**src/rtl/core/grdp_pkg.sv**
```systemverilog
// Widths, register indexes, config, items and div/mul types for the gyro PID.
`default_nettype none
package grdp_pkg;
	localparam int FactorWidth = 16;
	localparam int StickSpeedMult = 5;
	localparam int AddrWidth = 5;
	localparam int QuoWidth = FactorWidth + 2;

	typedef enum logic [2:0] {
		REG_CENTER   = 3'd0,
		REG_DEADBAND = 3'd1,
		REG_RANGE    = 3'd2,
		REG_CURVE    = 3'd3,
		REG_KP       = 3'd4,
		REG_KI       = 3'd5,
		REG_KD       = 3'd6,
		REG_ILIMIT   = 3'd7
	} reg_idx_t;

	typedef struct packed {
		logic [15:0] stick_center;
		logic [15:0] deadband;
		logic [15:0] stick_range;
		logic [1:0]  gain_curve;
		logic [15:0] kp;
		logic [15:0] ki;
		logic [15:0] kd;
		logic [22:0] integral_limit;
	} cfg_t;

	typedef struct packed {
		logic        update_enable;
		logic [15:0] rate;
		logic [15:0] stick_position;
		logic [15:0] loop_gain;
	} in_item_t;

	typedef struct packed {
		logic [47:0] correction_delta;
	} out_item_t;

	// Divider request/response between sequencer and serial divider.
	typedef struct packed {
		logic        start;
		logic [39:0] num;
		logic [17:0] den;
	} div_req_t;

	typedef struct packed {
		logic                busy;
		logic                done;
		logic [QuoWidth-1:0] quo;
	} div_rsp_t;

	// Multiplier request/response: signed a times unsigned b.
	typedef struct packed {
		logic        start;
		logic [63:0] a;
		logic [16:0] b;
	} mul_req_t;

	typedef struct packed {
		logic        done;
		logic [80:0] prod;
	} mul_rsp_t;
endpackage
`default_nettype wire

```
**src/rtl/core/grdp_div.sv**
```systemverilog
// Restoring divider, one quotient bit per cycle, quotient saturates to QuoWidth bits.
`default_nettype none
module grdp_div (
	input  wire                 clk,
	input  wire                 arst_n,
	input  grdp_pkg::div_req_t  req,
	output grdp_pkg::div_rsp_t  rsp
);
	localparam int NumW = 40;
	logic [NumW-1:0] num_q;
	logic [17:0]     den_q;
	logic [18:0]     rem_q;
	logic [NumW-1:0] quo_q;
	logic [5:0]      cnt_q;
	logic            busy_q;
	logic            done_q;
	logic [18:0]     trial;
	logic [18:0]     diff;

	assign trial = {rem_q[17:0], num_q[NumW-1]};
	assign diff = trial - {1'b0, den_q};

	always_ff @(posedge clk or negedge arst_n) begin
		if (!arst_n) begin
			busy_q <= 1'b0;
			done_q <= 1'b0;
			cnt_q <= '0;
		end else begin
			done_q <= 1'b0;
			if (req.start) begin
				busy_q <= 1'b1;
				cnt_q <= 6'(NumW);
			end else if (busy_q) begin
				cnt_q <= cnt_q - 6'd1;
				if (cnt_q == 6'd1) begin
					busy_q <= 1'b0;
					done_q <= 1'b1;
				end
			end
		end
	end

	always_ff @(posedge clk) begin
		if (req.start) begin
			num_q <= req.num;
			den_q <= req.den;
			rem_q <= '0;
			quo_q <= '0;
		end else if (busy_q) begin
			num_q <= {num_q[NumW-2:0], 1'b0};
			if (!diff[18]) begin
				rem_q <= diff;
				quo_q <= {quo_q[NumW-2:0], 1'b1};
			end else begin
				rem_q <= trial;
				quo_q <= {quo_q[NumW-2:0], 1'b0};
			end
		end
	end

	always_comb begin
		rsp.busy = busy_q;
		rsp.done = done_q;
		if (|quo_q[NumW-1:grdp_pkg::QuoWidth])
			rsp.quo = '1;
		else
			rsp.quo = quo_q[grdp_pkg::QuoWidth-1:0];
	end

	assert property (@(posedge clk) disable iff (!arst_n) done_q |-> !busy_q)
		else $error("divider done while busy");
	assert property (@(posedge clk) disable iff (!arst_n) req.start |=> busy_q)
		else $error("divider did not start");
	assert property (@(posedge clk) disable iff (!arst_n) busy_q |-> cnt_q != 6'd0)
		else $error("divider count underflow");
endmodule
`default_nettype wire

```
**config.mk**
```make
export PLATFORM = sky130hd
export DESIGN_NAME = grdp_div
export DESIGN_NICKNAME = d
export VERILOG_FILES = /design/src/rtl/core/grdp_pkg.sv /design/src/rtl/core/grdp_div.sv
export SDC_FILE = /design/constraint.sdc
export NUM_CORES = 1
export LEC_CHECK = 0
export BUFFER_PORTS_ARGS = -buffer_cell sky130_fd_sc_hd__buf_2
export CAP_MARGIN = 15
export CORE_ASPECT_RATIO = 1.2
export CORE_MARGIN = 5
export CORE_UTILIZATION = 55
export CTS_BUF_LIST = sky130_fd_sc_hd__clkbuf_4 sky130_fd_sc_hd__clkbuf_8
export CTS_CLUSTER_SIZE = 30
export DETAILED_ROUTE_END_ITERATION = 8
export PLACE_DENSITY = 0.75
export SYNTH_ARGS = -nofsm -noshare
export SYNTH_HDL_FRONTEND = slang
export SYNTH_SLANG_ARGS = --single-unit
```
**constraint.sdc**
```tcl
create_clock -name clk -period 4.3 [get_ports clk]
set_input_delay 0.43 -clock clk [delete_from_list [all_inputs] [get_ports clk]]
set_output_delay 0.43 -clock clk [all_outputs]
set_load 0.02 [all_outputs]
```
==> reports/summary.json <==
{
  "syn-cell-area_sq_mm": 0.00600,
  "power.ir.vdd_worst_v": 0.000288,
  "whs_path_depth": 1,
  "critical_path.top_delay_family": "simple AND/OR/NAND/NOR gates",
  "timing.hold.worst.class": "input pin to register",
  "fin_skew_ns": 0.00905,
  "io_pins": 81,
  "cp_slowest_cell": "or3b_1",
  "hold_viol_final": 0,
  "type_of_element_capturing_the_critical_path": "register",
  "tritoncts": "built",
  "num_cts_buffers": 17,
  "timing.critical_path.slowest_cell_delay_ns": 0.73,
  "status": "complete, no violations",
  "std_cell_rows": 41,
  "worstPathArrival_ns": 3.36,
  "intPower_mw": 2.65,
  "insertedDiodeCount": 0,
  "synthToLayoutAreaGrowth_pct": 16.1,
  "ys_types": 55,
  "crit_buf_inv": 1,
  "ys_async_sr_fraction": 0.0645,
  "final_common_cell": "buf_2",
  "nets": 698,
  "mappedNetlistNets": 623,
  "first_global_vias": 4365,
  "cells_along_the_critical_path": "inv_1 > ha_1 > fa_1 > nor2b_1 > o31a_1 > o21ai_2 > and4b_1 > or3b_1 > nor3b_1 > a2111oi_2",
  "io_buffers": 80,
  "drt_first_pass_iters": 4,
  "final_min_period_over_clock_period": 0.720,
  "initial_utilization": 0.565,
  "r2r_end": "rem_q[11]$_SDFFE_PP0P_",
  "worst_ep_required_time_ns": 4.57,
  "layout-drive-gt1-share": 0.256,
  "resized_after_cts": 0,
  "crit_path_start_kind": "register",
  "synth_edf_count": 58,
  "r2r.worst_path.cells": 10,
  "die_outline_area_sq_mm": 0.0131,
  "maxSlewHeadroom": 0.378,
  "viasPerCell": 5.53,
  "hold-worst-slack_ns": 0.176,
  "cts.root.buffer_cell": "clkbuf_8",
  "dp.final_hpwl_um": 7910,
  "cts_buffer_depth": 2,
  "actual_slew_at_the_worst_max_slew_pin_ns": 0.933,
  "most_used_cells_in_the_layout_excluding_fill_and_tap_cells": "79 x buf_2, 68 x nor2_1, 58 x edfxtp_1, 58 x dfxtp_1, 44 x mux2i_1",
  "grt_remaining_overflow": 0,
  "grt_antenna_before_repair": 0,
  "width_of_the_die_um": 105,
  "max_freq_ghz": 0.323,
  "die_height_um": 124,
  "h-tree-depth": 4,
  "via_count": 4192,
  "timing_worst_setup_path_type": "register to register",
  "synth.ff_latch_count": 124,
  "grt_start_max_net_pins": 66,
  "pwr_per_cell_area_mw_per_mm2": 542,
  "synth_cells": 541,
  "tns_ns": 0,
  "switching_power_mw": 1.13,
  "timing.max_cap.violations": 0,
  "synthesis.area_per_instance_sq_um": 11.1,
  "drt_iter0_markers": 162,
  "gp_routability_congestion": 0.893,
  "worstHoldEndpoint": "den_q[12]$_DFFE_PP_",
  "critical_path_peak_fanout": 19,
  "r2r_setup_slack_ns": 1.21,
  "wire_per_inst_um": 15.4,
  "power.leakage_nw": 3.26,
  "numClockSinks": 124,
  "sequentialPowerShare": 0.389,
  "clkPwrFrac": 0.332,
  "routed_wl_um": 11600,
  "clk_latency_ns": 0.43,
  "yosys_warnings": 0,
  "gr-usage-all-layers": 0.187,
  "switching_share": 0.300,
  "grt_first_pass_wirelength_um": 20000,
  "placeableCoreArea_sq_mm": 0.0106,
  "maxSlewViolCount": 0,
  "min_from": "req[12]",
  "combPwrFrac": 0.279,
  "drt_drc_violations_left": 0,
  "final_antenna_net_count": 0,
  "worst_setup_hold_path_clk_slew_ns": 0.07,
  "timing.final.crit_period_ns": 3.09,
  "synth_ff_type": "edfxtp_1",
  "r2r_start": "num_q[39]$_DFFE_PP_",
  "grt_setup_unrepaired": "no",
  "synth-seq-area-share": 0.517,
  "n_fill_cell": 821,
  "final_setup_violation_count": 0
}
power groups by stage:
| stage | clock network (mW) | logic [mW] | registers [mW] |
|---|---|---|---|
| finish | 1.25 | 1.06 | 1.47 |
| global route | 1.33 | 1.19 | 1.48 |
| CTS | 1.28 | 1.06 | 1.47 |
| detailed placement | 0 | 1.05 | 1.49 |
| global placement | 0 | 1.02 | 1.49 |
| floorplan | 0 | 0.889 | 1.46 |
synthesized netlist by cell type, types with 2 or more instances:
master	instances	area (sq um)
nor2_1	68	255
dfxtp_1	58	1160
edfxtp_1	58	1740
mux2i_1	44	440
mux2_2	40	450
nand2_1	29	109
inv_1	25	93.8
nand2b_1	23	144
a21oi_1	20	100
ha_1	20	250
clkbuf_1	13	48.8
a311oi_1	12	105
nand3_1	12	60.1
xnor2_1	12	105
o21ai_0	10	50.1
buf_1	9	33.8
dfrtp_1	8	200
a211oi_1	6	45.0
nor2b_1	6	37.5
xor2_1	6	52.6
nor4_1	5	31.3
o21a_1	5	37.5
o211ai_1	4	30.0
a21o_1	3	22.5
a31oi_1	3	18.8
and2_1	2	12.5
and3_1	2	12.5
and4b_1	2	20.0
buf_2	2	10.0
buf_4	2	15.0
buf_6	2	22.5
clkbuf_2	2	10.0
nand4_1	2	12.5
nor3_1	2	10.0
nor3b_1	2	15.0
o21bai_1	2	15.0
o31ai_1	2	15.0
logic make-up (layout without fill, tap and decap cells):
logic type / count (synthesis) / in the layout / share of synthesized area
DFF: 124 / 124 / 0.517
xor gates and xnor gates: 18 / 18 / 0.0263
muxes: 84 / 84 / 0.148
AOI/OAI and AO/OA: 79 / 79 / 0.0977
buffers and inverters: 55 / 143 / 0.0390
adders and majority gates: 21 / 21 / 0.0450
and+or+nand+nor: 160 / 160 / 0.127
stage by stage:
step | instance area (sq um) | setup WS (ns) | power [mW] | util | instances
2_1_floorplan | 6000 | 1.76 | 2.35 | - | 541
3_3_place_gp | 6470 | 1.29 | 2.51 | 0.610 | 725
3_5_place_dp | 6470 | 1.21 | 2.54 | 0.610 | 725
4_1_cts | 6970 | 1.20 | 3.81 | 0.657 | 758
5_1_grt | 6970 | 0.927 | 4.00 | 0.657 | 758
6_report | 6970 | 1.21 | 3.78 | 0.657 | 758
sequential cells by signal (all words and copies together) (netlist names):
name    flops
busy_q      1
cnt_q       6
den_q      18
done_q      1
num_q      40
quo_q      40
rem_q      18
what timing repair did:
item                                   in CTS  in global routing
buffers inserted                            0                  0
endpoints found under the hold margin       8                  0
hold buffers                                1                  0
setup endpoints to repair                   0                  0
layer usage:
layer,vias to the layer above,global-route usage,routed length (um)
met2,84,0.315,5960
met5,-,0,0
met4,0,0.0564,133
met1,2005,0.217,4920
li1,2091,-,-
met3,12,0.0741,623
worst max path at each step:
stage	depth (start not counted)	slack, ns	to	startpoint
floorplan	11	1.76	rem_q[11]$_SDFFE_PP0P_	num_q[39]$_DFFE_PP_
global placement	10	1.29	rem_q[11]$_SDFFE_PP0P_	num_q[39]$_DFFE_PP_
detailed placement	10	1.21	rem_q[11]$_SDFFE_PP0P_	num_q[39]$_DFFE_PP_
CTS	10	1.20	rem_q[11]$_SDFFE_PP0P_	num_q[39]$_DFFE_PP_
global route	10	0.93	rem_q[13]$_SDFFE_PP0P_	num_q[39]$_DFFE_PP_
finish	10	1.21	rem_q[11]$_SDFFE_PP0P_	num_q[39]$_DFFE_PP_
area by class of cell:
class / instances / area, sq um / area share
multi-input combinational: 362 / 2670 / 0.384
inverter: 25 / 93.8 / 0.0135
clock buffer: 18 / 241 / 0.0346
timing repair buffer: 86 / 450 / 0.0646
tap: 129 / 161 / 0.0232
clock inverter: 14 / 246 / 0.0354
sequential: 124 / 3100 / 0.445
Power figures use the tool's default switching activity.
