$ cat src/rtl/core/grdp_pkg.sv
// Widths, register indexes, config, items and div/mul types for the gyro PID.
`default_nettype none
package grdp_pkg;
	localparam int FactorWidth = 16;
	localparam int StickSpeedMult = 5;
	localparam int AddrWidth = 5;
	localparam int QuoWidth = FactorWidth + 2;

	typedef enum logic [2:0] {
		REG_CENTER   = 3'd0,
		REG_DEADBAND = 3'd1,
		REG_RANGE    = 3'd2,
		REG_CURVE    = 3'd3,
		REG_KP       = 3'd4,
		REG_KI       = 3'd5,
		REG_KD       = 3'd6,
		REG_ILIMIT   = 3'd7
	} reg_idx_t;

	typedef struct packed {
		logic [15:0] stick_center;
		logic [15:0] deadband;
		logic [15:0] stick_range;
		logic [1:0]  gain_curve;
		logic [15:0] kp;
		logic [15:0] ki;
		logic [15:0] kd;
		logic [22:0] integral_limit;
	} cfg_t;

	typedef struct packed {
		logic        update_enable;
		logic [15:0] rate;
		logic [15:0] stick_position;
		logic [15:0] loop_gain;
	} in_item_t;

	typedef struct packed {
		logic [47:0] correction_delta;
	} out_item_t;

	// Divider request/response between sequencer and serial divider.
	typedef struct packed {
		logic        start;
		logic [39:0] num;
		logic [17:0] den;
	} div_req_t;

	typedef struct packed {
		logic                busy;
		logic                done;
		logic [QuoWidth-1:0] quo;
	} div_rsp_t;

	// Multiplier request/response: signed a times unsigned b.
	typedef struct packed {
		logic        start;
		logic [63:0] a;
		logic [16:0] b;
	} mul_req_t;

	typedef struct packed {
		logic        done;
		logic [80:0] prod;
	} mul_rsp_t;
endpackage
`default_nettype wire

$ cat src/rtl/core/grdp_mul.sv
// Shift-add multiplier, signed 64-bit times unsigned 17-bit, one bit of b per cycle.
`default_nettype none
module grdp_mul (
	input  wire                 clk,
	input  wire                 arst_n,
	input  grdp_pkg::mul_req_t  req,
	output grdp_pkg::mul_rsp_t  rsp
);
	logic signed [80:0] acc_q;
	logic signed [80:0] a_q;
	logic [16:0]        b_q;
	logic [4:0]         cnt_q;
	logic               busy_q;
	logic               done_q;

	always_ff @(posedge clk or negedge arst_n) begin
		if (!arst_n) begin
			busy_q <= 1'b0;
			done_q <= 1'b0;
			cnt_q <= '0;
		end else begin
			done_q <= 1'b0;
			if (req.start) begin
				busy_q <= 1'b1;
				cnt_q <= 5'd17;
			end else if (busy_q) begin
				cnt_q <= cnt_q - 5'd1;
				if (cnt_q == 5'd1) begin
					busy_q <= 1'b0;
					done_q <= 1'b1;
				end
			end
		end
	end

	always_ff @(posedge clk) begin
		if (req.start) begin
			acc_q <= '0;
			a_q <= 81'(signed'(req.a));
			b_q <= req.b;
		end else if (busy_q) begin
			if (b_q[0])
				acc_q <= acc_q + a_q;
			a_q <= a_q <<< 1;
			b_q <= b_q >> 1;
		end
	end

	assign rsp.done = done_q;
	assign rsp.prod = acc_q;

	assert property (@(posedge clk) disable iff (!arst_n) done_q |-> !busy_q)
		else $error("multiplier done while busy");
	assert property (@(posedge clk) disable iff (!arst_n) req.start |=> busy_q)
		else $error("multiplier did not start");
	assert property (@(posedge clk) disable iff (!arst_n) busy_q |-> cnt_q != 5'd0)
		else $error("multiplier count underflow");
endmodule
`default_nettype wire

$ cat config.mk
export PLATFORM = sky130hd
export DESIGN_NAME = grdp_mul
export DESIGN_NICKNAME = d
export VERILOG_FILES = /design/src/rtl/core/grdp_pkg.sv /design/src/rtl/core/grdp_mul.sv
export SDC_FILE = /design/constraint.sdc
export NUM_CORES = 1
export LEC_CHECK = 0
export BUFFER_PORTS_ARGS = -buffer_cell sky130_fd_sc_hd__buf_2
export CORE_MARGIN = 1
export CORE_UTILIZATION = 53
export CTS_CLUSTER_DIAMETER = 200
export CTS_CLUSTER_SIZE = 24
export DETAILED_ROUTE_END_ITERATION = 10
export HOLD_SLACK_MARGIN = 0.02
export PLACE_DENSITY = 0.75
export SYNTH_ARGS = -nofsm -noshare
export SYNTH_HDL_FRONTEND = slang
export SYNTH_SLANG_ARGS = --single-unit
$ cat constraint.sdc
create_clock -name clk -period 3.2 [get_ports clk]
set_clock_uncertainty 0.15 [all_clocks]
set_input_delay 0.32 -clock clk [delete_from_list [all_inputs] [get_ports clk]]
set_output_delay 0.32 -clock clk [all_outputs]
set_load 0.005 [all_outputs]
==> results.cfg, run 1 <==
[global_routing]
grt-ovfl-total = 0
grt_usage = 0.295
first_global_vias = 11800
antenna_found_initial = 0
grt_max_degree = 63
grt_pass1_wl_mm = 56.4

[synth]
synth_fp_nets = 1507
netlist_area_mm2 = 0.0122
syn_area_per_cell_um2 = 9.10
synth_cell_types = 74
synth-edff-count = 98
synth_ff_type = edfxtp_1
synth_async_sr_flop_share = 0.0376
synth_seq_cells = 186
ys_warn_count = 0
seq_area_frac_synth = 0.389
syn-instance-count = 1340

[final_layout]
stdcell_area_mm2 = 0.0163
syn_to_final_growth_pct = 33.3
diodes = 0
final_layout_size_suffix_gt1_frac = 0.348
finalNetCount = 1851

[worst_setup_path]
cp-start-kind = register
end_kind = register
cp.required_ns = 3.39
startpoint = a_q[0]$_SDFFCE_PN0P_
reg2reg_from = a_q[0]$_SDFFCE_PN0P_
crit_fanout = 3
timing_worst_setup_path_type = register to register
cp.arrival_ns = 3.54

[route]
drt_iter0_drc = 868
wl_per_cell_um = 17.8
ant_nets = 0
drc = 0
routed_wl_mm = 35.4
drt_pass1_iterations = 5
via_count = 11600
vias_per_cell = 5.87

[sta]
whs_ns = 0.0182
finalSetupViolCount = 13
relSlewSlack = 0.542
rsz0062_at_grt = true
timing.final.ws_setup_ns = -0.144
fin_tns_setup_ns = -1.05
final_hold_viol_count = 0
report.final.slew_viol_count = 0
min_period_ns = 3.34
fmax_ghz = 0.299
tightest_slew_ns = 0.685
post-route-period-util = 1.04

[floorplanning]
die_h_um = 154
initial_utilization = 0.540
die_w_um = 154
core-area_mm2 = 0.0226
rows = 55
pin_count = 166
dieArea_mm2 = 0.0236

[pwr]
vdd_drop_max_mv = 0.549
pwr-share-clk = 0.141
p_sw_w = 0.00720
p_leak_nw = 7.16
power.share.switching = 0.437
total_power_w = 0.0165
p_comb_frac = 0.614
internal-power_w = 0.00928
power_density_mw_per_mm2 = 1010
seqPwrFrac = 0.245

[clock_network]
cts_buffers = 17
cts-root-buf = clkbuf_16
insertion_delay_ns = 0.45
htreeDepth = 4
cts_buffer_depth = 2
cts_tree = built
cts_sinks = 186
path_clk_slew_ns = 0.09

[place]
hpwlAfterDp_mm = 24.9
io_buffers = 165
globalplace.congestion = 0.931
placed_cell_area_mm2 = 0.0145

[outcome]
outcome = finished, violations left
violations = negative setup slack

[min_path]
min_path_type = primary input to register
hold_path.startpoint = req[13]

[run]
cap_violations = 0
==> synthesized netlist by cell type, types with 11 or more instances <==
| library cell | n | area, um^2 |
|---|---|---|
| a21o_1 | 39 | 293 |
| nand4_1 | 34 | 213 |
| inv_1 | 45 | 169 |
| o21ai_0 | 93 | 465 |
| nor3_1 | 18 | 90.1 |
| mux2_2 | 78 | 878 |
| a21oi_1 | 150 | 751 |
| xor2_1 | 29 | 254 |
| xnor2_1 | 42 | 368 |
| dfxtp_1 | 81 | 1620 |
| o21bai_1 | 26 | 195 |
| nor2_1 | 75 | 282 |
| clkbuf_1 | 53 | 199 |
| a31oi_1 | 11 | 68.8 |
| edfxtp_1 | 98 | 2940 |
| o21a_1 | 14 | 105 |
| nand3_1 | 11 | 55.1 |
| a211oi_1 | 14 | 105 |
| nand2_1 | 186 | 698 |
| ha_1 | 82 | 1030 |
==> power by group through the flow <==
stage          sequential [W]  combinational, W  clock (W)
5_1_grt               0.00412            0.0110    0.00242
2_1_floorplan         0.00390           0.00564          0
4_1_cts               0.00399           0.00941    0.00234
3_3_place_gp          0.00399           0.00885          0
6_report              0.00404            0.0101    0.00232
3_5_place_dp          0.00402           0.00902          0
==> sequential cells by signal (all words and copies together), names as in the netlist <==
| register | cells |
|---|---|
| a_q | 81 |
| acc_q | 81 |
| b_q | 17 |
| busy_q | 1 |
| cnt_q | 5 |
| done_q | 1 |
==> routing by layer <==
metal | vias to the layer above | share of wire | global-route usage
met4 | 0 | 0.030 | 0.122
met1 | 5552 | 0.42 | 0.360
li1 | 5605 | - | -
met2 | 382 | 0.50 | 0.518
met3 | 97 | 0.047 | 0.0434
met5 | - | 0 | 0
==> repair_timing <==
action | 4_1_cts | 5_1_grt
buffers inserted | 13 | 8
pin swaps | 21 | 42
hold endpoints to repair | 30 | 5
gates resized for setup | 50 | 81
setup endpoints to repair | 34 | 46
hold buffers | 24 | 5
==> cell families (layout without fill, tap and decap cells) <==
logic type                 Yosys count  in the layout  share of synthesized area
DFF                                186            186                      0.389
buffers and inverters              115            472                     0.0367
AOI/OAI and AO/OA                  418            418                      0.216
and+or+nand+nor                    385            385                      0.147
adders and majority gates           83             83                     0.0858
muxes                               82             82                     0.0754
xor gates and xnor gates            71             71                     0.0510
==> placed cells by master, fill, tap and decap left out, types with 8 or more instances in the layout <==
| master | synthesis | layout |
|---|---|---|
| xor2_1 | 29 | 27 |
| a31oi_1 | 11 | 8 |
| o21ai_0 | 93 | 79 |
| o21a_1 | 14 | 14 |
| nand3_1 | 11 | 10 |
| nand2_1 | 186 | 184 |
| nor3_1 | 18 | 15 |
| a21oi_1 | 150 | 133 |
| mux2_2 | 78 | 78 |
| buf_6 | 0 | 9 |
| ha_4 | 0 | 12 |
| nor2_1 | 75 | 68 |
| a211oi_1 | 14 | 9 |
| a21oi_2 | 4 | 18 |
| dlygate4sd3_1 | 0 | 29 |
| o21ai_1 | 10 | 19 |
| inv_1 | 45 | 45 |
| ha_1 | 82 | 64 |
| buf_2 | 10 | 164 |
| a21o_1 | 39 | 39 |
| clkbuf_16 | 0 | 17 |
| xnor2_1 | 42 | 41 |
| buf_4 | 1 | 191 |
| edfxtp_1 | 98 | 98 |
| nand4_1 | 34 | 34 |
| o21bai_1 | 26 | 24 |
| dfxtp_1 | 81 | 81 |
| or3_1 | 9 | 8 |
==> area by class of cell <==
cell class	instances	area, um^2
clock buffer	17	425
clock inverter	15	229
fill	1709	6320
inverter	45	169
multi-input combinational	1039	7640
sequential	186	4740
tap	285	357
timing repair buffer	395	2690
==> worst paths after layout <==
| path | endpoint | depth (start not counted) | slack (ns) |
|---|---|---|---|
| worst max-delay path | acc_q[74]$_SDFFE_PP0P_ | 12 | -0.14 |
| worst max register to register | acc_q[74]$_SDFFE_PP0P_ | 12 | -0.14 |
| worst min register to register | acc_q[71]$_SDFFE_PP0P_ | 2 | 0.32 |
| min in group asynchronous | cnt_q[3]$_DFFE_PN0P_ | 2 | 0.12 |
| worst min-delay path | b_q[13]$_DFFE_PP_ | 2 | 0.02 |
| max in group asynchronous | cnt_q[4]$_DFFE_PN0P_ | 2 | 2.61 |
==> metrics by stage <==
step | cells | setup WS [ns] | utilization
6_report | 1982 | -0.144 | 0.720
5_1_grt | 1982 | -0.209 | 0.720
4_1_cts | 1969 | -0.0674 | 0.697
3_5_place_dp | 1900 | -0.240 | 0.642
3_3_place_gp | 1900 | -0.124 | 0.642
2_1_floorplan | 1340 | 0.00765 | -
==> worst max-delay path: stages, from the launching register on <==
cell	delay (ns)
edfxtp_1	0.45
ha_4	0.20
fa_2	0.35
a21o_1	0.17
nand4_1	0.12
a21oi_2	0.08
or4b_4	0.55
a211oi_4	0.30
o31a_4	0.19
o211ai_4	0.11
a31oi_4	0.23
mux2i_1	0.10
a211o_1	0.22
Note: power is estimated with default switching activity, not from simulation.
==> run 2: changes to the inputs <==
--- a/config.mk
+++ b/config.mk
@@ -6,13 +6,15 @@
 export NUM_CORES = 1
 export LEC_CHECK = 0
 export BUFFER_PORTS_ARGS = -buffer_cell sky130_fd_sc_hd__buf_2
+export CELL_PAD_IN_SITES_DETAIL_PLACEMENT = 2
+export CELL_PAD_IN_SITES_GLOBAL_PLACEMENT = 2
 export CORE_MARGIN = 1
-export CORE_UTILIZATION = 53
+export CORE_UTILIZATION = 33
 export CTS_CLUSTER_DIAMETER = 200
 export CTS_CLUSTER_SIZE = 24
 export DETAILED_ROUTE_END_ITERATION = 10
 export HOLD_SLACK_MARGIN = 0.02
-export PLACE_DENSITY = 0.75
+export PLACE_DENSITY = 0.76
 export SYNTH_ARGS = -nofsm -noshare
 export SYNTH_HDL_FRONTEND = slang
 export SYNTH_SLANG_ARGS = --single-unit
==> results.cfg, run 2 (synthesis gave the netlist of run 1 again) <==
[clock_network]
cts_buffer_depth = 2
cts_buffers = 17
path_clk_slew_ns = 0.09
insertion_delay_ns = 0.50
htreeDepth = 4
cts_tree = built
cts_sinks = 186
cts-root-buf = clkbuf_16

[route]
routed_wl_mm = 61.5
wl_per_cell_um = 26.9
ant_nets = 0
drt_pass1_iterations = 5
drt_iter0_drc = 761
via_count = 13100
vias_per_cell = 5.72
drc = 0

[place]
hpwlAfterDp_mm = 36.0
globalplace.congestion = 0.892
io_buffers = 165
dp_slack_ns = -0.299

[floorplanning]
die_w_um = 194
initial_utilization = 0.334
rows = 70
dieArea_mm2 = 0.0377
core-area_mm2 = 0.0365
die_h_um = 194
pin_count = 166

[worst_setup_path]
r2r_end = acc_q[76]$_SDFFE_PP0P_
timing_worst_setup_path_type = register to register
cp.arrival_ns = 3.87
reg2reg_from = a_q[29]$_DFFE_PP_
worst-r2r-cell-count = 14
rrSetupSlack_ns = -0.38
cp-start-kind = register
cp.required_ns = 3.50
crit_fanout = 4
end_kind = register

[sta]
timing.final.ws_setup_ns = -0.376
post-route-period-util = 1.12
finalSetupViolCount = 46
min_period_ns = 3.58
fin_tns_setup_ns = -7.16
rsz0062_at_grt = true
tightest_slew_ns = 0.736
fmax_ghz = 0.280
whs_ns = 0.0732
final_hold_viol_count = 0
report.final.slew_viol_count = 0
relSlewSlack = 0.509

[final_layout]
fillCellCount = 3782
reg.largest.list = a_q (81), acc_q (81), b_q (17)
mostFrequentLayoutCell = buf_4
final_cell_mix = buf_4, nand2_1, buf_2
seqCellArea_mm2 = 0.00474
syn_to_final_growth_pct = 46.3
utilization = 0.488
diodes = 0
final_layout_size_suffix_gt1_frac = 0.389
finalNetCount = 1972
multi_input_area_mm2 = 0.00806

[min_path]
hold_path.startpoint = req[20]
hold_depth = 2
hold_path_end = a_q[3]$_DFFE_PP_
min_path_type = primary input to register

[global_routing]
grt-ovfl-total = 0
grt_max_degree = 54
grt_pass1_wl_mm = 83.3
grt_usage = 0.286
antenna_found_initial = 0
first_global_vias = 14500

[pwr]
total_power_w = 0.0194
vdd_drop_max_mv = 0.442
power_density_mw_per_mm2 = 1090
p_leak_nw = 7.75

[outcome]
outcome = finished, violations left
violations = negative setup slack

[run]
cap_violations = 0
==> run 2: layout make-up <==
class,instances,area share
Multi-Input combinational cell,1039,0.452
Sequential cell,186,0.266
Timing Repair Buffer,516,0.209
Tap cell,468,0.0328
Clock buffer,19,0.0243
Inverter,45,0.00947
Clock inverter,13,0.00736
==> run 2: per-stage QoR <==
step                cell area (um^2)  cells
global route                   17800   2286
CTS                            17100   2266
floorplan                      12200   1340
global placement               15200   2140
finish                         17800   2286
detailed placement             15200   2140
==> run 2: worst max-delay path by stage <==
| stage | endpoint | cells after the start | start |
|---|---|---|---|
| after global placement | acc_q[79]$_SDFFE_PP0P_ | 13 | a_q[30]$_DFFE_PP_ |
| after floorplan | acc_q[80]$_SDFFE_PP0P_ | 12 | a_q[0]$_SDFFCE_PN0P_ |
| after CTS | acc_q[74]$_SDFFE_PP0P_ | 12 | a_q[0]$_SDFFCE_PN0P_ |
| after global routing | acc_q[76]$_SDFFE_PP0P_ | 14 | a_q[29]$_DFFE_PP_ |
| final | acc_q[76]$_SDFFE_PP0P_ | 14 | a_q[29]$_DFFE_PP_ |
| after detailed placement | acc_q[52]$_SDFFE_PP0P_ | 12 | a_q[0]$_SDFFCE_PN0P_ |
==> run 2: worst max-delay path, cell delays in order (launching register included) <==
cell	delay, ns
edfxtp_1	0.56
ha_4	0.38
nand4_1	0.17
nor3_4	0.25
and3_4	0.23
nor3b_4	0.23
buf_4	0.15
a21oi_2	0.06
nand4b_4	0.20
buf_6	0.17
a21oi_4	0.20
o21ai_2	0.12
buf_4	0.17
a2111o_1	0.41
nand3_1	0.07
==> run 2: repair_timing <==
item / in CTS / in global routing
hold buffers: 80 / 0
hold endpoints to repair: 86 / 0
pin swaps: 41 / 52
buffers inserted: 15 / 21
setup endpoints to repair: 39 / 53
cloned: 0 / 0
resized for setup: 91 / 116
==> run 2: power breakdown <==
part           total (W)  internal (W)  switching (W)
clock network    0.00224       0.00110        0.00114
registers        0.00417       0.00338       0.000789
logic             0.0129       0.00549        0.00745
==> run 2: per-layer routing <==
metal  vias to the layer above  global-route usage  share of wire
met3                       191              0.0463          0.038
met5                         -                   0              0
met4                         0               0.119          0.050
li1                       5829                   -              -
met2                       435               0.542           0.52
met1                      6619               0.312           0.39
